**config.mk**
```make
export PLATFORM = sky130hd
export DESIGN_NAME = csh_ram
export DESIGN_NICKNAME = d
export VERILOG_FILES = /design/src/rtl/csh_ram.sv
export SDC_FILE = /design/constraint.sdc
export NUM_CORES = 1
export LEC_CHECK = 0
export BUFFER_PORTS_ARGS = -buffer_cell sky130_fd_sc_hd__buf_2
export CORE_MARGIN = 4
export CORE_UTILIZATION = 67
export CTS_CLUSTER_DIAMETER = 200
export DETAILED_ROUTE_END_ITERATION = 10
export GPL_TIMING_DRIVEN = 1
export PLACE_DENSITY_LB_ADDON = 0.15
export SLEW_MARGIN = 40
export SYNTH_ARGS = -nofsm -noshare
export SYNTH_HDL_FRONTEND = slang
export SYNTH_SLANG_ARGS = --single-unit
```
**constraint.sdc**
```tcl
create_clock -name clk -period 5.2 [get_ports clk]
set_input_delay 1.04 -clock clk [delete_from_list [all_inputs] [get_ports clk]]
set_output_delay 1.04 -clock clk [all_outputs]
set_load 0.01 [all_outputs]
```
**src/rtl/csh_ram.sv**
```systemverilog
// Generic simple dual-port RAM: one write port, one read port, registered read.
// No dependencies.
`default_nettype none

module csh_ram #(
  parameter int WIDTH = 8,
  parameter int DEPTH = 64
) (
  input  wire logic                                     clk,
  input  wire logic                                     we,
  input  wire logic [(DEPTH > 1 ? $clog2(DEPTH) : 1)-1:0] waddr,
  input  wire logic [WIDTH-1:0]                         wdata,
  input  wire logic                                     re,
  input  wire logic [(DEPTH > 1 ? $clog2(DEPTH) : 1)-1:0] raddr,
  output logic      [WIDTH-1:0]                         rdata
);

  logic [WIDTH-1:0] mem [DEPTH];

  always_ff @(posedge clk) begin
    if (we) mem[waddr] <= wdata;
    if (re) rdata <= mem[raddr];
  end

endmodule

`default_nettype wire

```
### Word level (Yosys, flattened, before mapping)

Memories as Yosys holds them, arrays and structs flattened. A register that Yosys moved wholly into a read port is not among the register bits.
Index checks and enable logic that the tools add are counted.

| word-level totals | value |
|---|---|
| bits in registers | 0 |
| RAM bits | 512 |
| output and inout bits | 8 |
| memories kept | 1 |

Memories:

| memory | depth | bits a word | rd ports | clocked after Yosys merged registers in | wr ports | line | text |
|---|---|---|---|---|---|---|---|
| mem | 64 | 8 | 1 | 1 | 1 | 18 | `logic [WIDTH-1:0] mem [DEPTH];` |

| cells by class | value |
|---|---|
| mux-type cells | 2 |

Operators by type and width:

| cell | count |
|---|---|
| $mux W1 | 2 |

### Depth between registers and ports, before layout

| depth | value |
|---|---|
| depth after elaboration | 2 |
| gate-level depth with buffers | 9 |

### Worst setup path before layout

Ideal clock, no wire load.

| timing | value |
|---|---|
| kind | in2reg |
| start point | input port raddr[1] in the netlist's numbering |
| end point | register rdata[3], read port of mem (data pin) |
| library setup time | 0.266 ns |
| arrival time | 2.580 ns |
| setup slack | 2.354 ns |
| stages on the path | 7 |
| cell sequence | buf_4 -> buf_2 -> buf_2 -> mux4_2 -> mux4_2 -> o21ai_1 -> o41ai_1 |

RTL lines:

| element | line | text |
|---|---|---|
| start: declaration | 14 | `input wire logic [(DEPTH > 1 ? $clog2(DEPTH) : 1)-1:0] raddr,` |
| end: declaration | 15 | `output logic [WIDTH-1:0] rdata` |

==> flow_metrics.env <==
export IMPL_cts_root_buf="clkbuf_16"
export IMPL_grt_overflow_total=0
export IMPL_yosysWarnings=0
export IMPL_syn_avg_cell_area_um2=21.54
export IMPL_post_route_min_period_ps=3028
export IMPL_area_growth_pct=10.68
export IMPL_synth_edf_count=520
export IMPL_relSlewSlack=0.4255
export IMPL_ys_async_sr_fraction=0
export IMPL_slew_violations=0
export IMPL_instances_no_fill=1409
export IMPL_skew_ps=23.88
export IMPL_crit_required_ps=5480
export IMPL_yosys_area_top_type="edfxtp_1"
export IMPL_finalCritPeriodShare=0.5822
export IMPL_clock_sinks=520
export IMPL_fp_row_count=63
export IMPL_numCtsBuffers=49
export IMPL_drt_wl_total_mm=42.81
export IMPL_ys_seq_elements=520
export IMPL_grt_start_max_net_pins=76
export IMPL_status="completed"
export IMPL_clk_latency_ps=550
export IMPL_die_area_mm2=0.03306
export IMPL_dr_pass1_iters=5
export IMPL_via_per_inst=6.891
export IMPL_critPathKind="in -> reg"
export IMPL_crit_chain="buf_6 -> mux4_2 -> mux2_2 -> a221oi_1 -> o2bb2ai_1"
export IMPL_cts_resized=0
export IMPL_tritoncts="yes"
export IMPL_peakVddDrop_uv=336.4
export IMPL_cts_max_level=2
export IMPL_path_clk_slew_ps=60
export IMPL_synth_area_leaders="edfxtp_1 77%, mux4_2 14%, nor2_1 1.5%, mux2i_1 1.1%, mux2_2 0.72%"
export IMPL_tightest_slew_ps=858.6
export IMPL_post_cts_repair_setup_buffers=0
export IMPL_drive_above_1_share=0.2776
export IMPL_die_w_um=181.8
export IMPL_startpoint_type="primary input"
export IMPL_hold_viol=0
export IMPL_routedWlPerCell_um=30.39
export IMPL_max_freq_ghz=0.3303
export IMPL_postRouteAntennaNets=0
export IMPL_io_pin_count=31
export IMPL_routabilityCongestion=0.8399
export IMPL_cts_buffer_depth=3
export IMPL_max_cap_viol_count=0
export IMPL_core_area_mm2=0.02972
export IMPL_rsz0062_at_grt="false"
export IMPL_start_util=0.6813
export IMPL_vias=9709
export IMPL_synth_nets=963
export IMPL_hp_class="in -> reg"
export IMPL_synth_main_ff_cell="edfxtp_1"
export IMPL_drc=0
export IMPL_crit_path_top_delay_cell="a221oi_1"
export IMPL_crit_path_max_fanout=53
export IMPL_syn_area_mm2=0.02025
export IMPL_max_stage_delay_ps=750
export IMPL_port_buffers=30
export IMPL_grt_pass1_wl_mm=64.29
export IMPL_first_iter_violations=1476
export IMPL_netlist_instances=940
export IMPL_antenna_found_initial=3
export IMPL_yosysTopAreaCellShare=0.7712
export IMPL_dp_hpwl_mm=25.49
export IMPL_dp_cells=1317
export IMPL_fp_dieH_um=181.8
export IMPL_grt_pass1_vias=9800
export IMPL_cp_arrival_ps=3310
export IMPL_path_delay_family="compound AO/OA/AOI/OAI gates"
export IMPL_setup_tns_ps=0
export IMPL_p_leak_nw=6.931
export IMPL_ys_seq_area_frac=0.7712
export IMPL_powerDensity_mw_per_mm2=384.4
export IMPL_synth_cell_types=39
export IMPL_setup_viol=0
export IMPL_worst_setup_path_end_kind="flop"
export IMPL_cts_hold_buffers=0
export IMPL_grt_util_all_layers=0.2650
export IMPL_nNetsFinal=1003
export IMPL_critPathBufInv=1
[area by class of cell]
cell class              count  area [um2]
clock inverters            28       292.8
flip-flops and latches    520       15620
fillers                  1529        7308
well taps                 390       488.0
diodes                      3       7.507
repair buffers             40       296.5
multi-input cells         369        4403
clock buffers              59        1306
[flip-flops by register name, indices dropped and copies added, names as in the netlist]
name / cells
mem: 512
rdata: 8
[routing by layer]
metal  vias up  global-route usage  routed length, um
met4         0             0.07685               1191
met1      5038              0.4039              16870
met5         -                   0                  0
li1       4019                   -                  -
met3        87             0.04427               4031
met2       565              0.4108              20720
[per-stage QoR]
step	setup slack [ps]	instance area [um2]	hold slack [ps]	total power [mW]	utilization
global placement	1361	20650	909.6	5.142	0.6950
floorplan	2354	20250	797.1	4.994	-
CTS	1823	22310	844.5	8.639	0.7507
global route	2051	22410	851.4	8.868	0.7540
finish	2172	22410	870.0	8.614	0.7541
detailed placement	1248	20710	935.2	5.160	0.6969
[synth_stat cells (8+ instances only)]
cell        n
edfxtp_1  520
mux4_2    126
nand3_1    13
buf_2      11
o22ai_1     8
mux2i_1    23
mux2_2     13
nor2_1     83
buf_4      13
o221ai_1    8
nand2_1    19
nor2b_1    14
clkbuf_1   17
[cells in the final DEF (no fill, tap or decap), types with 6 or more instances in the layout]
cell type	count
edfxtp_1	520
mux4_2	126
nor2_1	52
clkbuf_16	52
nor2_2	31
mux2i_1	23
buf_2	20
nand2_1	19
buf_4	16
nor2b_1	14
mux2_2	13
nand3_1	13
clkinv_1	11
o221ai_1	8
o22ai_1	8
clkbuf_1	8
nand2b_1	7
a221oi_1	6
clkinv_2	6
bufinv_16	6
[cell families (layout without fill, tap and decap cells)]
kind of cell	Yosys count	after routing	share of synthesized area
buffers and inverters	51	127	0.01563
AND/OR/NAND/NOR	153	153	0.03374
other	0	3	0
flip-flops	520	520	0.7712
multiplexers	162	162	0.1588
AO/OA/AOI/OAI	54	54	0.02064
[final timing paths]
path	from	to	slack (ps)	cells after the start
max	raddr[1]	rdata[0]	2170	5
min	re	rdata[0]	870	1
max reg2reg	mem[40][0]	rdata[0]	2900	4
min reg2reg	mem[5][7]	rdata[7]	970	4
[worst reg2reg max path, delay by kind of cell (launching register included)]
kind | cells | cell delay (ps)
DFF | 1 | 380
muxes | 2 | 760
AOI/OAI and AO/OA | 2 | 900
[where the power goes]
group | internal (mW) | switching, mW | total, mW
logic | 0.155 | 0.260 | 0.415
clock network | 2.08 | 1.45 | 3.54
registers | 4.65 | 0.0140 | 4.66
Power figures use the tool's default switching activity.
