--- config.mk ---
export PLATFORM = sky130hd
export DESIGN_NAME = csh_census
export DESIGN_NICKNAME = d
export VERILOG_FILES = /design/src/rtl/csh_pkg.sv /design/src/rtl/csh_census.sv
export SDC_FILE = /design/constraint.sdc
export NUM_CORES = 1
export LEC_CHECK = 0
export ABC_AREA = 1
export BUFFER_PORTS_ARGS = -buffer_cell sky130_fd_sc_hd__buf_4
export CAP_MARGIN = 20
export CORE_ASPECT_RATIO = 0.6
export CORE_MARGIN = 3
export CORE_UTILIZATION = 25
export DETAILED_ROUTE_END_ITERATION = 7
export SYNTH_ARGS = -nofsm -noshare
export SYNTH_HDL_FRONTEND = slang
export SYNTH_SLANG_ARGS = --single-unit
--- constraint.sdc ---
create_clock -name vclk -period 1.7
set_input_delay 0.34 -clock vclk [all_inputs]
set_output_delay 0.34 -clock vclk [all_outputs]
set_load 0.01 [all_outputs]
--- src/rtl/csh_pkg.sv ---
// Shared types, register codes and helper functions for the census stereo cost block.
// No dependencies; imported by csh_census, csh_emit and the top module.
`default_nettype none

package csh_pkg;

  // configuration register indexes
  localparam logic [1:0] REG_IMAGE_WIDTH  = 2'd0;
  localparam logic [1:0] REG_IMAGE_HEIGHT = 2'd1;
  localparam logic [1:0] REG_DISPARITIES  = 2'd2;

  localparam logic [10:0] RESET_WIDTH       = 11'd640;
  localparam logic [10:0] RESET_HEIGHT      = 11'd480;
  localparam logic [6:0]  RESET_DISPARITIES = 7'd64;

  localparam int HEIGHT_LIMIT = 1024;
  localparam int CMP_W        = 14;  // compare width for clamps and counters

  typedef enum logic [1:0] {
    ST_IDLE,
    ST_LINE,
    ST_EMIT
  } csh_state_t;

  // per-pixel request from the raster front end to the cost emitter
  typedef struct packed {
    logic       hist_we;    // store right code in the history
    logic       row_start;  // first column of a row: history pointer restarts
    logic [7:0] rcode;
    logic       start;      // emit costs for this centre
    logic [7:0] maxk;
    logic [7:0] lcode;
    logic [9:0] row;
    logic [9:0] col;
  } csh_job_t;

  typedef struct packed {
    logic [9:0] row;
    logic [9:0] col;
    logic [5:0] disp;
    logic [3:0] cost;
    logic       last;
  } csh_res_t;

  function automatic logic [3:0] popcount8(input logic [7:0] x);
    logic [3:0] n;
    n = '0;
    for (int i = 0; i < 8; i++) n = n + {3'b000, x[i]};
    return n;
  endfunction

endpackage

`default_nettype wire

--- src/rtl/csh_census.sv ---
// 3x3 census code of one window: bit set when neighbor >= center, clockwise from up.
// Uses csh_pkg.
`default_nettype none

module csh_census import csh_pkg::*; #(
  parameter int PW = 8
) (
  input  wire logic [PW-1:0] win [6],  // col c-2 (t,m,b), col c-1 (t,m,b)
  input  wire logic [PW-1:0] col [3],  // col c (t,m,b)
  output logic      [7:0]    code
);

  logic [PW-1:0] nb [8];
  logic [PW-1:0] ctr;

  always_comb begin
    ctr   = win[4];
    nb[0] = win[3];
    nb[1] = col[0];
    nb[2] = col[1];
    nb[3] = col[2];
    nb[4] = win[5];
    nb[5] = win[2];
    nb[6] = win[1];
    nb[7] = win[0];
    for (int k = 0; k < 8; k++) code[k] = (nb[k] >= ctr);
  end

endmodule

`default_nettype wire

Word level (Yosys, flattened, before mapping)
Cells that the tools add are included.
{"block": "word_totals", "mem_count": 0, "word_cells": 8, "latch_bits": 0, "mem_bits_rw": 0, "ff_bits": 0, "mem_bits_ro": 0}
{"block": "op_classes", "n_shift": 0, "multipliers": 0, "n_reduce_logical": 0, "n_div": 0, "n_bitwise": 0, "n_lt_le_gt_ge": 8, "muxes": 0, "add_sub_neg": 0, "eq_ne": 0}
{"operator": ">= comparator 8 bit", "n": 8}

Depth between registers and ports, before layout
{"block": "depth", "ltp_word": 1, "mapped_depth": 9}

Worst setup path after synthesis
OpenSTA, ideal clock, no wires.
{"block": "synth_path", "kind": "in2out", "start": "input port win[15] (netlist name)", "end": "output port code[0]", "t_required_ns": 1.360, "cell_stages": 5, "path_slack_ns": 0.194, "t_arrival_ns": 1.166, "cell_sequence": "inv_1 > ha_1 > a21o_2 > nor2_1 > nand3_1"}
{"block": "synth_between", "elab_chain_cells": 1}
{"item": "start, declared", "line_no": "csh_census.sv:8", "text": "input wire logic [PW-1:0] win [6],"}
{"item": ">= comparator 8 bit", "line_no": "csh_census.sv:26", "text": "for (int k = 0; k < 8; k++) code[k] = (nb[k] >= ctr);"}
{"item": "end, declared", "line_no": "csh_census.sv:10", "text": "output logic [7:0] code"}
Every way passes these cells.

Worst setup path after layout
{"block": "layout_path", "start": "input port win[13] (netlist name)", "end": "output port code[0]"}
The elaborated chain is that of the path after synthesis.

==> tab_implementation.tex <==
\begin{tabular}{lr}
\hline
Metric & Value \\
\hline
\multicolumn{2}{l}{\textbf{Run status}} \\
\quad Status & complete, but fails checks \\
\quad Failing checks & setup timing \\
\multicolumn{2}{l}{\textbf{Power}} \\
\quad Logic gate share of total power & 100.0\% \\
\quad Portion of total power attributed to sequential cells & 0\% \\
\quad NetSw & 364 uW \\
\quad VDD IR max & 139 uV \\
\quad Internal power of the cells & between 400 and 500 uW \\
\quad Switching Fraction & 45.0\% \\
\quad Power share of the clock group & 0\% \\
\quad Leakage component of the power & 0.00151 uW \\
\quad Power per standard cell area & 264 nW/um\^{}2 \\
\multicolumn{2}{l}{\textbf{Hold path}} \\
\quad Hold/Removal Path Class & input pin to output pin \\
\quad Hold path endpoint & code[0] \\
\quad Hold Path Stages & 6 \\
\quad Hold wc startpoint & win[23] \\
\multicolumn{2}{l}{\textbf{Synthesis}} \\
\quad YS warnings & 0 \\
\quad Post-synthesis share of cell area spent on full adders, half adders and majority gates & approximately 53\% \\
\quad Area of the mapped netlist & about 1500 um\^{}2 \\
\quad Cell taking the most area after synthesis & sky130\_fd\_sc\_hd\_\_ha\_1 \\
\quad Yosys cell types & 10 \\
\quad Share of synthesized cell area in and, or, nand and nor gates & 26.7\% \\
\quad Multiplexer area fraction after synthesis & 0\% \\
\quad Main combinational cell family by area after synthesis & adder cells \\
\quad Post-synthesis xor/xnor area fraction & 0\% \\
\quad Share of synthesized area occupied by flip-flops and latches & 0\% \\
\quad Compound-gate portion of the synthesized area & 9.30\% \\
\quad Top cell types by occurrence after synthesis & 78 x sky130\_fd\_sc\_hd\_\_nand2\_1, 64 x sky130\_fd\_sc\_hd\_\_ha\_1, 46 x sky130\_fd\_sc\_hd\_\_inv\_1, 16 x sky130\_fd\_sc\_hd\_\_a21oi\_1, 16 x sky130\_fd\_sc\_hd\_\_nor2\_1 \\
\quad Cell count after synthesis & approximately 240 \\
\quad Cell types with the largest area share after synthesis & sky130\_fd\_sc\_hd\_\_ha\_1 53\%, sky130\_fd\_sc\_hd\_\_nand2\_1 19\%, sky130\_fd\_sc\_hd\_\_inv\_1 11\%, sky130\_fd\_sc\_hd\_\_a21oi\_1 5.3\%, sky130\_fd\_sc\_hd\_\_nor2\_1 4.0\% \\
\quad Area share of the leading cell type in the synthesized netlist & 52.7\% \\
\quad Post-synth net total & 374 \\
\quad Mean instance size in the synthesized netlist & 6.39 um\^{}2 \\
\quad Most frequent cell after synthesis & sky130\_fd\_sc\_hd\_\_nand2\_1 \\
\multicolumn{2}{l}{\textbf{Layout}} \\
\quad Relative area change from synthesis to final layout & 101\% \\
\quad Nets & 464 \\
\quad Fraction of layout cells with a size suffix above 1 & between 50\% and 60\% \\
\quad Clock tree buffer count of the final layout & 0 \\
\quad Total of fill cells in the finished design & $\sim$540 \\
\quad Number of sequential storage elements & 0 \\
\quad Area occupied by multi-input gates & around 2000 um\^{}2 \\
\quad Total inserted antenna cells & 0 \\
\quad Finished layout cell area & 3060 um\^{}2 \\
\quad FF/Latch Area & 0 um\^{}2 \\
\quad Non-filler instance count after layout & 406 \\
\multicolumn{2}{l}{\textbf{GRT}} \\
\quad Total global routing overflow & 0 \\
\quad GRT Util Overall & a little over an eighth \\
\quad Vias in the first global route & 1831 \\
\quad Antenna violations before repair & 0 \\
\quad Global-route wire length before repair & about 7900 um \\
\quad Pin count of the biggest net entering global routing & 9 \\
\multicolumn{2}{l}{\textbf{STA}} \\
\quad Number of hold violations in the final report & 0 \\
\quad Shortest period the worst path allows & between 1.5 and 2 ns \\
\quad Maximum frequency from static timing analysis & $\sim$0.57 GHz \\
\quad Headroom to the max-slew limit & 90.0\% \\
\quad Setup total negative slack & -0.0507 ns \\
\quad Unrepaired setup endpoints after global routing & true \\
\quad Number of endpoints failing setup at the final stage & 1 \\
\quad Share of the clock period used by the worst path after layout & 103\% \\
\quad Number of max-slew violations in the final report & 0 \\
\quad Worst-Margin Slew & 0.150 ns \\
\quad Slack of the critical path & -0.0507 ns \\
\multicolumn{2}{l}{\textbf{Critical path}} \\
\quad Delay of the slowest cell on the worst path & 0.22 ns \\
\quad Startpoint class of the critical path & input pin \\
\quad Arrival @ worst endpoint & approximately 1.4 ns \\
\quad Cell depth of the worst setup path & 9 \\
\quad Maximum fanout count along the critical path & 8 \\
\quad Series of cell instances along the critical path & buf\_8 > clkinvlp\_4 > buf\_12 > ha\_4 > a21oi\_2 > nor2\_1 > nor2\_1 > nand3\_2 > buf\_6 \\
\quad Path type of the worst setup path & input pin to output pin \\
\quad Family with the most delay on the worst path & buffers and inverters \\
\quad Cell at the slowest stage of the critical path & sky130\_fd\_sc\_hd\_\_ha\_4 \\
\quad Cell repeated most along the worst path & sky130\_fd\_sc\_hd\_\_nor2\_1 \\
\quad Critical Path RT & $\sim$1.4 ns \\
\quad Kind of end point of the critical path & output pin \\
\quad Buffers and inverters on the worst path & 4 \\
\multicolumn{2}{l}{\textbf{Routing}} \\
\quad Total iterations of the first detailed-routing run & 4 \\
\quad Detailed-route vias per instance & 4.43 \\
\quad Detailed router's first-iteration violation count & 19 \\
\quad Overall routed net length & 5180 um \\
\quad DRC errors left & 0 \\
\quad Antenna-violating nets left & 0 \\
\quad Post-DR wirelength/cell & 12.8 um \\
\quad DR vias & between 1500 and 2000 \\
\multicolumn{2}{l}{\textbf{Place}} \\
\quad Setup slack after placement & -0.161 ns \\
\quad GPL Wtd Cong & 0.777 \\
\quad Placed cell areas & around 2300 um\^{}2 \\
\quad DP Cell Count & 404 \\
\quad Port-buffer cells & 80 \\
\quad Detail Placement HPWL & around 4000 um \\
\multicolumn{2}{l}{\textbf{Floorplan}} \\
\quad Placement Rows & 21 \\
\quad Chip Height & about 66 um \\
\quad Die area & 7080 um\^{}2 \\
\quad Die width & 107 um \\
\quad Number of top-level pins & 80 \\
\quad Initial cell density of the core & a little over a quarter \\
\quad Floorplan Core Area & 5730 um\^{}2 \\
\multicolumn{2}{l}{\textbf{Job}} \\
\quad Number of max-cap violations & 0 \\
\hline
\end{tabular}
[layout make-up]
type	instances	share of cell area [%]
Multi-Input combinational cell	192	64.9
Timing Repair Buffer	88	25.7
Inverter	46	6.13
Tap cell	80	3.27
[worst max path at each step]
| stage | from | endpoint |
|---|---|---|
| finish | win[13] | code[0] |
| global route | win[13] | code[0] |
| CTS | win[13] | code[0] |
| detailed placement | win[13] | code[0] |
| global placement | win[13] | code[0] |
| floorplan | win[15] | code[0] |
[timing repair]
action	in CTS	in global routing
pin swaps	33	50
setup endpoints to repair	8	8
gates resized for setup	58	53
hold buffers	0	0
buffers inserted	2	0
[power groups by stage]
stage          logic (uW)  registers, uW  clock network [uW]
2_1_floorplan         301              0                   0
3_3_place_gp          551              0                   0
3_5_place_dp          570              0                   0
4_1_cts               705              0                   0
5_1_grt               910              0                   0
6_report              809              0                   0
[per-layer routing]
metal,track usage (%),part of all wire (%),up-vias
li1,-,-,952
met2,24.2,45,60
met5,0,0,-
met3,1.76,6.1,2
met1,18.4,48,785
met4,0.478,0.46,0
[logic make-up (layout without fill, tap and decap cells)]
| family | count (synthesis) | count (layout) |
|---|---|---|
| AOI/OAI and AO/OA | 24 | 24 |
| and+or+nand+nor | 104 | 104 |
| adders and majority gates | 64 | 64 |
| buffers and inverters | 46 | 134 |
[per-stage QoR]
step,hold slack [ns],power (uW),utilization (%)
detailed placement,1.18,570,40.4
CTS,1.16,705,49.0
finish,1.17,809,53.5
floorplan,0.982,301,-
global route,1.19,910,53.5
global placement,1.17,551,40.4
[layout by cell type (no fill, tap or decap)]
| cell type | instances |
|---|---|
| sky130_fd_sc_hd__ha_4 | 40 |
| sky130_fd_sc_hd__buf_8 | 1 |
| sky130_fd_sc_hd__a21o_2 | 1 |
| sky130_fd_sc_hd__nand3_1 | 1 |
| sky130_fd_sc_hd__nor2_2 | 3 |
| sky130_fd_sc_hd__nand4_1 | 1 |
| sky130_fd_sc_hd__a21oi_1 | 10 |
| sky130_fd_sc_hd__clkinvlp_4 | 2 |
| sky130_fd_sc_hd__buf_6 | 12 |
| sky130_fd_sc_hd__nor2_1 | 13 |
| sky130_fd_sc_hd__o21a_1 | 7 |
| sky130_fd_sc_hd__buf_4 | 69 |
| sky130_fd_sc_hd__nand3_2 | 7 |
| sky130_fd_sc_hd__inv_2 | 3 |
| sky130_fd_sc_hd__buf_12 | 6 |
| sky130_fd_sc_hd__nand2_2 | 27 |
| sky130_fd_sc_hd__nor2_4 | 1 |
| sky130_fd_sc_hd__inv_4 | 3 |
| sky130_fd_sc_hd__inv_1 | 38 |
| sky130_fd_sc_hd__ha_1 | 24 |
| sky130_fd_sc_hd__nand2_1 | 51 |
| sky130_fd_sc_hd__a21oi_2 | 6 |
No activity file was read; power rests on OpenSTA's default activity.
