### config.mk
export PLATFORM = sky130hd
export DESIGN_NAME = csh_emit
export DESIGN_NICKNAME = d
export VERILOG_FILES = /design/src/rtl/csh_pkg.sv /design/src/rtl/csh_ram.sv /design/src/rtl/csh_emit.sv
export SDC_FILE = /design/constraint.sdc
export NUM_CORES = 1
export LEC_CHECK = 0
export BUFFER_PORTS_ARGS = -buffer_cell sky130_fd_sc_hd__buf_2
export CAP_MARGIN = 40
export CORE_ASPECT_RATIO = 1.1
export CORE_UTILIZATION = 66
export DETAILED_ROUTE_END_ITERATION = 7
export GPL_ROUTABILITY_DRIVEN = 0
export GPL_TIMING_DRIVEN = 0
export HOLD_SLACK_MARGIN = 0.12
export PLACE_DENSITY_LB_ADDON = 0.2
export SETUP_SLACK_MARGIN = 0.2
export SLEW_MARGIN = 20
export SYNTH_ARGS = -nofsm -noshare
export SYNTH_HDL_FRONTEND = slang
export SYNTH_SLANG_ARGS = --single-unit
### constraint.sdc
create_clock -name clk -period 11.4 [get_ports clk]
set_input_delay 1.71 -clock clk [delete_from_list [all_inputs] [get_ports clk]]
set_output_delay 1.71 -clock clk [all_outputs]
set_load 0.02 [all_outputs]
### src/rtl/csh_pkg.sv
// Shared types, register codes and helper functions for the census stereo cost block.
// No dependencies; imported by csh_census, csh_emit and the top module.
`default_nettype none

package csh_pkg;

  // configuration register indexes
  localparam logic [1:0] REG_IMAGE_WIDTH  = 2'd0;
  localparam logic [1:0] REG_IMAGE_HEIGHT = 2'd1;
  localparam logic [1:0] REG_DISPARITIES  = 2'd2;

  localparam logic [10:0] RESET_WIDTH       = 11'd640;
  localparam logic [10:0] RESET_HEIGHT      = 11'd480;
  localparam logic [6:0]  RESET_DISPARITIES = 7'd64;

  localparam int HEIGHT_LIMIT = 1024;
  localparam int CMP_W        = 14;  // compare width for clamps and counters

  typedef enum logic [1:0] {
    ST_IDLE,
    ST_LINE,
    ST_EMIT
  } csh_state_t;

  // per-pixel request from the raster front end to the cost emitter
  typedef struct packed {
    logic       hist_we;    // store right code in the history
    logic       row_start;  // first column of a row: history pointer restarts
    logic [7:0] rcode;
    logic       start;      // emit costs for this centre
    logic [7:0] maxk;
    logic [7:0] lcode;
    logic [9:0] row;
    logic [9:0] col;
  } csh_job_t;

  typedef struct packed {
    logic [9:0] row;
    logic [9:0] col;
    logic [5:0] disp;
    logic [3:0] cost;
    logic       last;
  } csh_res_t;

  function automatic logic [3:0] popcount8(input logic [7:0] x);
    logic [3:0] n;
    n = '0;
    for (int i = 0; i < 8; i++) n = n + {3'b000, x[i]};
    return n;
  endfunction

endpackage

`default_nettype wire

### src/rtl/csh_ram.sv
// Generic simple dual-port RAM: one write port, one read port, registered read.
// No dependencies.
`default_nettype none

module csh_ram #(
  parameter int WIDTH = 8,
  parameter int DEPTH = 64
) (
  input  wire logic                                     clk,
  input  wire logic                                     we,
  input  wire logic [(DEPTH > 1 ? $clog2(DEPTH) : 1)-1:0] waddr,
  input  wire logic [WIDTH-1:0]                         wdata,
  input  wire logic                                     re,
  input  wire logic [(DEPTH > 1 ? $clog2(DEPTH) : 1)-1:0] raddr,
  output logic      [WIDTH-1:0]                         rdata
);

  logic [WIDTH-1:0] mem [DEPTH];

  always_ff @(posedge clk) begin
    if (we) mem[waddr] <= wdata;
    if (re) rdata <= mem[raddr];
  end

endmodule

`default_nettype wire

### src/rtl/csh_emit.sv
// Cost emitter: right code history RAM, read sequencer, output register and skid stage.
// Uses csh_pkg and csh_ram.
`default_nettype none

module csh_emit import csh_pkg::*; #(
  parameter int MAX_DISPARITY = 64
) (
  input  wire logic       clk,
  input  wire logic       rst,
  input  wire csh_job_t   job,
  output logic            busy,
  output logic            out_valid,
  input  wire logic       out_ready,
  output logic [9:0]      centre_row,
  output logic [9:0]      centre_column,
  output logic [5:0]      disparity,
  output logic [3:0]      match_cost,
  output logic            last_of_pixel
);

  localparam int AW = (MAX_DISPARITY > 1) ? $clog2(MAX_DISPARITY) : 1;
  localparam logic [AW-1:0] TOP = AW'(MAX_DISPARITY - 1);

  logic [AW-1:0] wp, rptr, base, base_inc;
  logic [7:0]    k, maxk_q, pk;
  logic [7:0]    lcode_q, hist_rdata;
  logic [9:0]    row_q, col_q;
  logic          issuing, issue, pf, plast, take;
  logic          ov, sv;
  logic [1:0]    occ;
  csh_res_t      out_q, skid_q, arr;

  assign base     = job.row_start ? '0 : wp;
  assign base_inc = (base == TOP) ? '0 : base + AW'(1);

  csh_ram #(.WIDTH(8), .DEPTH(MAX_DISPARITY)) u_hist (
    .clk   (clk),
    .we    (job.hist_we),
    .waddr (base),
    .wdata (job.rcode),
    .re    (issue),
    .raddr (rptr),
    .rdata (hist_rdata)
  );

  // slots: output register, skid, read in flight
  assign take  = ov && out_ready;
  assign occ   = {1'b0, ov} + {1'b0, sv} + {1'b0, pf} - {1'b0, take};
  assign issue = issuing && (occ <= 2'd1);
  assign busy  = issuing || pf;

  always_comb begin
    arr.row  = row_q;
    arr.col  = col_q;
    arr.disp = pk[5:0];
    arr.cost = popcount8(lcode_q ^ hist_rdata);
    arr.last = plast;
  end

  always_ff @(posedge clk) begin
    if (rst) begin
      wp      <= '0;
      issuing <= 1'b0;
      pf      <= 1'b0;
      ov      <= 1'b0;
      sv      <= 1'b0;
    end else begin
      if (job.hist_we) wp <= base_inc;
      if (job.start) begin
        rptr    <= base;
        k       <= '0;
        issuing <= 1'b1;
        maxk_q  <= job.maxk;
        lcode_q <= job.lcode;
        row_q   <= job.row;
        col_q   <= job.col;
      end else if (issue) begin
        rptr <= (rptr == '0) ? TOP : rptr - AW'(1);
        k    <= k + 8'd1;
        if (k == maxk_q) issuing <= 1'b0;
      end
      pf <= issue;
      if (issue) begin
        pk    <= k;
        plast <= (k == maxk_q);
      end
      if (!ov || take) begin
        if (sv) begin
          out_q <= skid_q;
          ov    <= 1'b1;
          if (pf) skid_q <= arr;
          else    sv     <= 1'b0;
        end else if (pf) begin
          out_q <= arr;
          ov    <= 1'b1;
        end else begin
          ov <= 1'b0;
        end
      end else if (pf) begin
        skid_q <= arr;
        sv     <= 1'b1;
      end
    end
  end

  assign out_valid     = ov;
  assign centre_row    = out_q.row;
  assign centre_column = out_q.col;
  assign disparity     = out_q.disp;
  assign match_cost    = out_q.cost;
  assign last_of_pixel = out_q.last;

endmodule

`default_nettype wire

Word-level counts from Yosys, hierarchy flattened:

Memory sizes are Yosys's and may differ from the RTL's. A register that Yosys moved wholly into a read port is not among the register bits.
Cells that the tools add are included.

* bits in latches: 0
* ROM bits: 0
* output and inout bits: 33
* input bits: 50
* bits in writable memories: 512
* logic and storage cells: 80
* memories: 1
* register bits after elaboration: 129

* multipliers: 0
* mux-type cells: 21
* add/sub/neg operators: 13
* divide/modulo/power cells: 0
* shift operators: 0
* order comparisons: 1
* reduce and logical (&&, ||, !) cells: 16
* bitwise logic cells: 2
* equality and inequality tests: 3

Memories
* u_hist.mem: words 64, width 8, rd ports 1, clocked after memory_dff 1, wr ports 1, RTL line csh_ram.sv:18 `logic [WIDTH-1:0] mem [DEPTH];`

Operator list (number)
* $mux W31: 5
* $mux W6: 5
* $add A4 B1 Y4: 4
* $mux W1: 10
* $reduce_and A2 Y1: 5
* $add A8 B1 Y8 const B: 1
* $eq A8 B8 Y1: 1
* $mux W8: 1
* $reduce_bool A2 Y1: 4
* $xor A8 B8 Y8: 1
* $add A6 B1 Y6 const B: 1
* $eq A6 B6 Y1 const B: 1
* $logic_not A6 Y1: 1
* $sub A6 B1 Y6 const B: 1
* $add A1 B1 Y2: 2
* $add A3 B1 Y4: 1
* $add A2 B1 Y3: 1
* $reduce_and A3 Y1: 1
* $add A2 B1 Y2: 1
* $le A2 B1 Y1 const B: 1
* $logic_and A1 B1 Y1: 2
* $logic_or A1 B1 Y1: 2
* $ne A2 B2 Y1 const B: 1
* $sub A2 B1 Y2: 1
* other kinds (2): 2

Depth between registers and ports, before layout:

Gate-level depths: netlist of the first run.

* depth after elaboration: 11
* mapped depth: 10
* mapped depth without buffers: 10

Cells and area by module:

A second synthesis of the first run with hierarchy kept.

* cells, all modules: 1254
* area total of the unflattened synthesis: 25384.3 um^2

Modules (own cells, without submodules)
* csh_ram: area each 20246.9 um^2, times used 1, cells an instance 940, sequential area each 15615.0 um^2
* csh_emit: area each 5137.4 um^2, times used 1, cells an instance 314, sequential area each 3773.6 um^2

Worst setup path before layout of the first run:

No wires, ideal clock.

* kind: input to register
* from: input port out_ready
* to: register skid_q[0] (netlist name), enable pin
* library setup time: 0.458 ns
* stages on the path: 3
* buffers on the path: 0
* data arrival time: 4.130 ns
* path slack: 6.813 ns
* cells stage by stage: nor2b_1 -> nor2_1 -> nor3_1

* cells in the longest elaborated chain, start to end: 4

Ends and longest elaborated chain
* start: declaration: RTL line csh_emit.sv:13 `input wire logic out_ready,`
* $logic_and A1 B1 Y1: RTL line csh_emit.sv:47 `assign take = ov && out_ready;`
* $logic_or A1 B1 Y1: RTL line csh_emit.sv:87 `if (!ov || take) begin`
* $ne A2 B2 Y1 (no line)
* $reduce_and A2 Y1 (no line)
* end signal: assignment: RTL line csh_emit.sv:91 `if (pf) skid_q <= arr;`
* end signal: assignment: RTL line csh_emit.sv:100 `skid_q <= arr;`
* end: declaration: RTL line csh_emit.sv:31 `csh_res_t out_q, skid_q, arr;`

Every way passes these cells.
A chain may end at the register's enable or synchronous reset.

Final worst setup path of the first run:

* from: input port out_ready
* to: register k[7], enable pin

* cells in the longest elaborated chain, start to end: 6

Ends and longest elaborated chain
* $logic_and A1 B1 Y1: RTL line csh_emit.sv:47
* $sub A2 B1 Y2: RTL line csh_emit.sv:48 `assign occ = {1'b0, ov} + {1'b0, sv} + {1'b0, pf} - {1'b0, take};`
* $le A2 B1 Y1: RTL line csh_emit.sv:49 `assign issue = issuing && (occ <= 2'd1);`
* $logic_and A1 B1 Y1: RTL line csh_emit.sv:49
* $reduce_bool A2 Y1 (no line)
* $reduce_and A2 Y1 (no line)
* end signal: assignment: RTL line csh_emit.sv:79 `k <= k + 8'd1;`
* end: declaration: RTL line csh_emit.sv:25 `logic [7:0] k, maxk_q, pk;`

Every way passes these cells.

==> impl.org, run 1 <==
** Setup path
- The kind of cell with the highest combined delay along the critical path is compound AO/OA/AOI/OAI gates.
- Worst EP arrival :: 3.89 ns
- CP bufs+invs :: 3
- Cell repeated most along the worst path :: sky130_fd_sc_hd__ha_1
- For this design, the slowest cell found on the critical path is sky130_fd_sc_hd__a21oi_2.
- CP Max Fanout :: 8
- End of the worst register-to-register path :: match_cost[2]$_DFFE_PP_
- On the worst path, the slowest cell contributes a delay of 0.49 ns.
- The worst setup path is captured at a flip-flop.
- The worst register-to-register path has a depth of 10.
- By startpoint and endpoint, the worst setup path is classified as in2reg.
- Reg-to-reg startpoint :: lcode_q[3]$_DFFE_PP_
- Setup slack on the worst reg-to-reg path comes out at 8.00 ns.
- Cells traversed along the worst timing path :: buf_2, and2_1, ha_1, inv_1, ha_1, a21oi_1, xor2_1, nand2_1, a21oi_2, buf_6
- Required time at the worst-slack endpoint :: 11.73 ns
- The worst setup path is launched from an input port.

** Layout
- The multi-input combinational cells in the finished layout cover a total of 5640 um^2.
- Fin nets :: 1503
- Share of cells above drive strength 1 :: 29.4%
- Sequential Area :: 19400 um^2
- The area growth from synthesis to layout is 14.4%.
- Antenna diode count :: 0
- Number of filler cells placed in the layout :: 1914
- After routing the design area is 29000 um^2.

** Timing
- Measured against its own limit, the worst slew margin works out to 39.7%.
- Transition at the pin with the smallest max-transition slack :: 0.904 ns
- Max Fclk :: 281 MHz
- Total setup violations reported at the end of the flow :: 0
- Post-layout min period :: 3.56 ns
- The max-slew violation count was 0.
- Setup repair after global routing left no endpoint under its margin.
- The final hold violation count came to 0.
- Final critical-path setup slack :: 7.84 ns
- Final worst-path cycle share :: 31.3%
- Setup Skew :: 0.0201 ns
- Sum of negative setup slack :: 0 ns

** GRT
- Global-route total usage across every layer :: 30.5%
- Pin count of the biggest net entering global routing :: 52
- The number of global-route vias before repair is 13.3k.
- The first global-routing pass estimated 84.8 mm of wire.
- The number of antenna violations at the first check in global routing was 0.
- After global routing the overflow that remains totals 0.

** Synthesis
- Most used DFF post-synth :: sky130_fd_sc_hd__edfxtp_1
- Share of Yosys cell area claimed by the top area cell type :: 75.6%
- Distinct cell type count of the synthesized netlist :: 49
- Counting flops with a built-in enable in the synthesized netlist gives 639.
- Most frequently used cell type in the post-synthesis netlist :: sky130_fd_sc_hd__edfxtp_1
- Net Count, Synth :: 1304
- After synthesis the netlist holds a flip-flop and latch count of 649.
- Portion of the post-synthesis area used by sequential elements :: 76.4%
- Post-synthesis area per instance :: 20.4 um^2
- Count of yosys warnings during synthesis :: 0
- Netlist Area Pre-Place :: 25400 um^2
- List of most frequent post-synthesis cells :: sky130_fd_sc_hd__edfxtp_1, sky130_fd_sc_hd__mux4_2, sky130_fd_sc_hd__nor2_1, sky130_fd_sc_hd__nand2_1, sky130_fd_sc_hd__mux2_2
- Synthesis handed over a netlist of 1241 instances.
- Largest area contributor in the netlist :: sky130_fd_sc_hd__edfxtp_1
- Share of synthesized flip-flops with an asynchronous set or reset :: 0%
- Most area-consuming cells after synthesis :: sky130_fd_sc_hd__edfxtp_1, sky130_fd_sc_hd__mux4_2, sky130_fd_sc_hd__mux2_2

** Floorplanning
- Row count :: 74
- Horizontal extent of the die :: 189 um
- After floorplanning, the core was sized to cover 37500 um^2.
- The die covers 39200 um^2.
- The die is 208 um tall.
- For this design the top-level I/O count stands at 83.
- Starting density of the core :: 67.7%

** Pwr
- Dividing total power by cell area gives a power density of 176 nW/um^2.
- Cell leakage power :: 9.51 nW
- Share of total power consumed by net switching :: 21.4%
- Total power of the final layout :: 5.10 mW
- VDD sags by at most 156 uV.
- Registers are responsible for 52.4% of the overall power.
- Net switching power figure :: 1.09 mW
- Cell internal power was estimated by the tool at 4.01 mW.
- Per report_power, the clock group accounts for 40.4% of the total.
- Comb power frac :: 7.2%

** Clock tree
- Post-CTS setup buffer count :: 0
- The clock tree synthesis step divided the H-tree into 2 levels.
- The later pin in the worst-skew pair is clocked with a latency of 0.63 ns.
- Post-CTS repair changed the size of 0 cells.
- Buffers from clock root to sink, at most :: 3
- In this run, CTS created clock tree buffers numbering 60.
- CTS sink count :: 649
- TritonCTS built the clock tree.
- Hold buffer count at cts :: 0
- Clock input transition at the sequential cells of the worst setup and hold paths :: 0.06 ns
- Clock tree synthesis selected as its root buffer the cell sky130_fd_sc_hd__clkbuf_16.

** Placed design
- Summed over all nets, the half-perimeter wirelength after detailed placement is 37.4 mm.
- During placement, the flow inserted port buffers numbering 82.
- Area post-placement :: 26800 um^2
- Setup Slack @ Placement :: 7.28 ns

** Status
- The run finished with clean final reports.

** Worst hold path
- The startpoint identified for the worst hold timing path is col_q[7]$_DFFE_PP_.
- The tightest min-delay check is of the reg2reg type.
- The worst hold path passes through 0 cells.
- Capture endpoint of the worst hold path :: skid_q[18]$_DFFE_PP_

** Detailed routing
- Detailed-routing iteration count for the pre-antenna-repair pass :: 6
- After detailed routing, the average wire length per cell comes to 29.2 um.
- Post-route DRC :: 0
- DR vias/cell :: 6.61
- Overall via count from detail_route :: 13.1k
- The routed design has 57.8 mm of wire.
- Once detail routing completed, the nets flagged for antenna violations numbered 0.
- Detailed Route Iter0 Violations :: 1459

** Job
- Max-cap violations in this run came to 0.
==> power by group through the flow <==
stage	clock, mW	sequential, mW	combinational, mW
floorplan	0	2.73	0.210
global placement	0	2.72	0.333
detailed placement	0	2.72	0.359
CTS	2.07	2.67	0.365
global route	2.16	2.67	0.388
finish	2.06	2.67	0.366
==> area by class of cell <==
type	count	area share, %
repair buffers	137	3.28
flip-flops and latches	649	66.8
inverters	15	0.194
plain buffers	63	1.22
multi-input cells	514	19.4
clock buffers	68	5.35
clock inverters	42	1.61
well taps	494	2.13
==> worst reg2reg max path, stage by stage (launching register included) <==
cell and delay, ns:
sky130_fd_sc_hd__edfxtp_1 0.39, sky130_fd_sc_hd__xnor2_1 0.16, sky130_fd_sc_hd__fa_1 0.55, sky130_fd_sc_hd__fa_1 0.43
sky130_fd_sc_hd__fa_1 0.46, sky130_fd_sc_hd__inv_1 0.08, sky130_fd_sc_hd__ha_1 0.17, sky130_fd_sc_hd__inv_1 0.07
sky130_fd_sc_hd__fa_1 0.44, sky130_fd_sc_hd__xnor2_1 0.15, sky130_fd_sc_hd__mux2_2 0.26
==> registers in the layout, indices dropped and copies added, names as in the netlist, 8 cells and up <==
name           cells
skid_q            31
u_hist.mem       512
centre_column     10
lcode_q            8
u_hist.rdata       8
k                  8
col_q             10
row_q             10
centre_row        10
maxk_q             8
==> layout by cell type, fill, tap and decap left out, types with 8 or more instances in the layout <==
cell type | netlist | final
sky130_fd_sc_hd__nand2_1 | 60 | 60
sky130_fd_sc_hd__a22oi_1 | 8 | 8
sky130_fd_sc_hd__buf_2 | 19 | 106
sky130_fd_sc_hd__clkinv_2 | 0 | 9
sky130_fd_sc_hd__nor2b_1 | 11 | 11
sky130_fd_sc_hd__mux2i_1 | 20 | 20
sky130_fd_sc_hd__clkbuf_1 | 27 | 34
sky130_fd_sc_hd__buf_4 | 6 | 45
sky130_fd_sc_hd__ha_1 | 9 | 9
sky130_fd_sc_hd__bufinv_16 | 0 | 10
sky130_fd_sc_hd__edfxtp_1 | 639 | 639
sky130_fd_sc_hd__inv_1 | 13 | 13
sky130_fd_sc_hd__o21ai_0 | 8 | 8
sky130_fd_sc_hd__xnor2_1 | 21 | 21
sky130_fd_sc_hd__clkinv_1 | 0 | 14
sky130_fd_sc_hd__buf_12 | 2 | 8
sky130_fd_sc_hd__clkbuf_16 | 0 | 61
sky130_fd_sc_hd__nor2_1 | 83 | 82
sky130_fd_sc_hd__nand3_1 | 12 | 12
sky130_fd_sc_hd__mux4_2 | 127 | 127
sky130_fd_sc_hd__dfxtp_1 | 10 | 10
sky130_fd_sc_hd__mux4_1 | 10 | 10
sky130_fd_sc_hd__mux2_2 | 33 | 33
sky130_fd_sc_hd__a21oi_1 | 16 | 15
sky130_fd_sc_hd__nor3_1 | 18 | 12
==> cell families after synthesis <==
logic type / share of synthesized area, %
adders and majority gates: 0.760
xor gates and xnor gates: 0.967
and+or+nand+nor: 3.71
DFF: 76.4
buffers and inverters: 1.61
AOI/OAI and AO/OA: 1.96
muxes: 14.6
==> per-layer routing <==
metal	GRT usage (%)	part of all wire (%)	up-vias
met3	5.49	8.9	188
met2	48.9	49	829
met4	16.7	5.9	0
li1	-	-	5438
met5	0	0	-
met1	40.3	36	6648
==> stage by stage <==
stage	hold WS (ns)	cells	util [%]
2_1_floorplan	0.422	1241	-
3_3_place_gp	0.431	1817	70.4
3_5_place_dp	0.434	1846	71.5
4_1_cts	0.448	1956	76.9
5_1_grt	0.467	1982	77.4
6_report	0.447	1982	77.4
==> worst max-delay path by stage <==
stage               slack (ns)       from                    to  cells past startpoint
floorplan                 6.81  out_ready   skid_q[0]$_DFFE_PP_                      3
global placement          5.38  out_ready  skid_q[17]$_DFFE_PP_                      4
detailed placement        7.28  out_ready    k[7]$_SDFFCE_PP0P_                     10
CTS                       7.87  out_ready    k[3]$_SDFFCE_PP0P_                     10
global route              7.76  out_ready    k[7]$_SDFFCE_PP0P_                     10
finish                    7.84  out_ready    k[7]$_SDFFCE_PP0P_                     10
Power figures use the tool's default switching activity.
==> inputs of run 2 (changes only) <==
--- a/config.mk
+++ b/config.mk
@@ -8,7 +8,7 @@
 export BUFFER_PORTS_ARGS = -buffer_cell sky130_fd_sc_hd__buf_2
 export CAP_MARGIN = 40
 export CORE_ASPECT_RATIO = 1.1
-export CORE_UTILIZATION = 66
+export CORE_UTILIZATION = 56
 export DETAILED_ROUTE_END_ITERATION = 7
 export GPL_ROUTABILITY_DRIVEN = 0
 export GPL_TIMING_DRIVEN = 0
==> constraint.sdc (replaced) <==
create_clock -name clk -period 3.2 [get_ports clk]
set_input_delay 0.48 -clock clk [delete_from_list [all_inputs] [get_ports clk]]
set_output_delay 0.48 -clock clk [all_outputs]
set_load 0.02 [all_outputs]
==> run 2 against run 1 <==
Net effect: the flow now finishes with violations (negative setup slack); register-to-register slack lost 8.1 ns; worst hold slack worse by 0.20 ns; setup slack worse by 8.0 ns; critical path type is now reg2reg.
==> impl.org, run 2 (synthesis results as in run 1) <==
** Clock tree
- The number of buffers created by CTS came to 68 (+13%).
- Buffers from clock root to sink, at most :: 3 (unchanged)
- Clock latency reported for the late side of the worst-skew pair :: 0.60 ns (-0.03 ns)
- H-tree depth :: 3 (+1)
- In this run the clock root is driven by a sky130_fd_sc_hd__clkbuf_16.
- Clock input transition at the sequential cells of the worst setup and hold paths :: 0.06 ns (about the same)
- TritonCTS built the clock tree.
- CTS sink count :: 649 (unchanged)

** Layout
- The utilization of the core after routing came to 66.9% (-11 points).
- The final standard cell area without fillers was 29800 um^2 (+2.8%).
- The number of flip-flops in the largest register came to 512 (unchanged).
- Register name with the most flops :: u_hist.mem
- The library cell used most frequently in the layout, excluding fill and tap cells, is sky130_fd_sc_hd__edfxtp_1.
- Most frequent cells in the layout :: sky130_fd_sc_hd__edfxtp_1, sky130_fd_sc_hd__mux4_2, sky130_fd_sc_hd__buf_2
- Antenna diode count :: 0 (unchanged)
- Share of cells above drive strength 1 :: 29.8% (+0.35 points)
- Registers with the most flip-flops :: u_hist.mem: 512 flops, skid_q: 31 flops
- Final cell count without fillers :: 2122 (+7.1%)
- Fin nets :: 1552 (+3.3%)
- From synthesis to final layout, the design area changed by 17.6%.

** Detailed routing
- DR vias/cell :: 6.04 (-8.7%)
- Post-route DRC :: 0 (unchanged)
- The final wirelength is 56.8 mm (-1.8%).
- Detailed-routing iteration count for the pre-antenna-repair pass :: 6 (unchanged)
- The number of nets with antenna violations after detailed routing came to 0 (unchanged).
- The number of violations reported at the end of detailed-routing iteration 0 is 1383 (-5.2%).
- Overall via count from detail_route :: 12.8k (-2.2%)
- Wire length per cell after detailed routing :: 26.8 um (-8.3%)

** Setup path
- The number of cell instances on the worst register-to-register path came to 11 (+1).
- The worst setup path is captured at a flip-flop.
- Slowest cell on crit path :: sky130_fd_sc_hd__fa_1
- Cell type group with the largest total delay on the critical path :: adder cells
- The sum of buffers and inverters on the critical path was 3 (unchanged).
- Among the stages of the critical path, the cell type that occurs most often is sky130_fd_sc_hd__fa_1.
- The worst register-to-register path ends at match_cost[3]$_DFFE_PP_.
- The arrival time at the worst endpoint was 3.67 ns (-0.22 ns).
- The critical path goes through xnor2_2, fa_1, fa_1, fa_2, inv_2, ha_4, buf_4, buf_6, a21oi_4, nor2b_2, mux2_4.
- The worst setup path is launched from a flip-flop.
- CP Max Fanout :: 2 (-6)
- Worst Path Class, Setup :: reg2reg
- Reg-to-reg startpoint :: lcode_q[3]$_DFFE_PP_
- Biggest cell delay along the critical path :: 0.55 ns (+0.06 ns)
- The worst reg-to-reg setup slack was -0.13 ns (-8.13 ns).
- The critical path required time was 3.54 ns (-8.19 ns).

** Floorplanning
- The standard-cell row count came to 81 (+9.5%).
- Boundary Pins :: 83 (unchanged)
- The floorplan die area came to 46200 um^2 (+18%).
- Vert. Die Dim :: 225 um (+8.5%)
- Starting density of the core :: 56.9% (-11 points)
- The width of the chip came to 205 um (+8.5%).
- The area of the core was 44600 um^2 (+19%).

** GRT
- Pin count of the biggest net entering global routing :: 65 (+25%)
- Initial antenna violation count :: 2 (+2)
- Global-route total usage across every layer :: 25.5% (-5.0 points)
- Vias in the first global route :: 13.0k (-2.3%)
- The total congestion overflow after global routing is 0 (unchanged).
- The global-route wire length before repair is 83.3 mm (-1.7%).

** Worst hold path
- The worst hold path belongs to the class in2reg.
- The worst hold path terminates at wp[0]$_SDFFE_PP0P_.
- In this run the most critical hold path is launched from rst.
- The number of cells on the worst hold path came to 2 (+2).

** Pwr
- The net switching component of the power came to 4.00 mW (+270%).
- Comb power frac :: 7.9% (+0.7 points)
- Internal power of the cells :: 14.8 mW (+270%)
- The worst IR drop on VDD is 534 uV (+240%).
- The clock share of power is 41.6% (+1.2 points).
- Cell leakage power :: 9.84 nW (+3.5%)
- The net switching fraction of the power is 21.2% (-0.15 points).
- Total power of the final layout :: 18.8 mW (+270%)
- Pwr Density :: 632 nW/um^2 (+260%)
- Seq pwr share :: 50.5% (-1.9 points)

** Timing
- The worst slew margin relative to its limit was 43.5% (+3.8 points).
- Pins over their slew limit :: 0 (unchanged)
- Unrepaired setup endpoints after global routing :: yes
- The setup-violating endpoint count in the final report was 2 (+2).
- Transition at the pin with the smallest max-transition slack :: 0.848 ns (-0.0564 ns)
- In the finished design, the share of the clock period the worst path needs comes to 104%.
- Max Fclk :: 301 MHz
- Final critical-path setup slack :: -0.128 ns (-7.97 ns)
- Setup Skew :: 0.0198 ns (-0.000267 ns)
- The final hold violation count was 0 (unchanged).
- Subtracting the final worst setup slack from the clock period gives 3.33 ns.
- Worst hold slack across all endpoints :: 0.246 ns (-0.201 ns)

** Job
- Total of max-cap violations :: 0 (unchanged)

** Placed design
- The estimated wirelength of the detail-placed design is 37.9 mm (+1.4%).
- The number of I/O port buffers is 82 (unchanged).
- Area post-placement :: 27000 um^2 (+0.71%)
- The count of placed standard cells including taps is 1939 (+5.0%).

** Status
- Status :: finished with violations
- The final reports fail on negative setup slack.
-- run 2: layer usage --
| layer | GRT usage [%] | vias up | share of wire [%] |
|---|---|---|---|
| met1 | 32.8 | 6557 | 38 |
| li1 | - | 5555 | - |
| met4 | 11.4 | 4 | 4.2 |
| met5 | 0 | - | 0.056 |
| met3 | 5.87 | 134 | 7.6 |
| met2 | 41.8 | 560 | 50 |
-- run 2: area by class of cell --
class | count | area (um^2)
clock buffers | 87 | 1880
plain buffers | 63 | 355
well taps | 581 | 727
clock inverters | 35 | 340
repair buffers | 178 | 1370
fillers | 2871 | 14800
multi-input cells | 514 | 5710
inverters | 15 | 56.3
flip-flops and latches | 649 | 19400
-- run 2: how the worst max path moves through the flow --
stage                              endpoint  slack, ns  depth (start not counted)                  from
floorplan           match_cost[2]$_DFFE_PP_       0.03                         10  lcode_q[0]$_DFFE_PP_
global placement         col_q[0]$_DFFE_PP_      -0.73                          3                   rst
detailed placement  match_cost[2]$_DFFE_PP_      -0.17                         10  lcode_q[1]$_DFFE_PP_
CTS                 match_cost[2]$_DFFE_PP_      -0.13                         10  lcode_q[3]$_DFFE_PP_
global route        match_cost[2]$_DFFE_PP_      -0.22                         10  lcode_q[3]$_DFFE_PP_
finish              match_cost[3]$_DFFE_PP_      -0.13                         11  lcode_q[3]$_DFFE_PP_
-- run 2: power by group through the flow --
stage               combinational (mW)  clock [mW]  sequential [mW]
finish                            1.49        7.83             9.52
global route                      1.60        8.26             9.53
CTS                               1.43        7.93             9.52
detailed placement                1.29           0             9.70
global placement                  1.22           0             9.70
floorplan                        0.764           0             9.71
-- run 2: per-stage QoR --
step,setup WS [ns],TNS (ns)
floorplan,0.0271,0
global placement,-0.732,-56.99
detailed placement,-0.172,-0.199
CTS,-0.130,-0.130
global route,-0.221,-0.642
finish,-0.128,-0.252
-- run 2: timing repair --
item	4_1_cts	5_1_grt
resized for setup	8	6
pin swaps	3	0
setup buffers	2	2
hold endpoints to repair	36	0
hold buffers	36	0
setup endpoints to repair	5	10
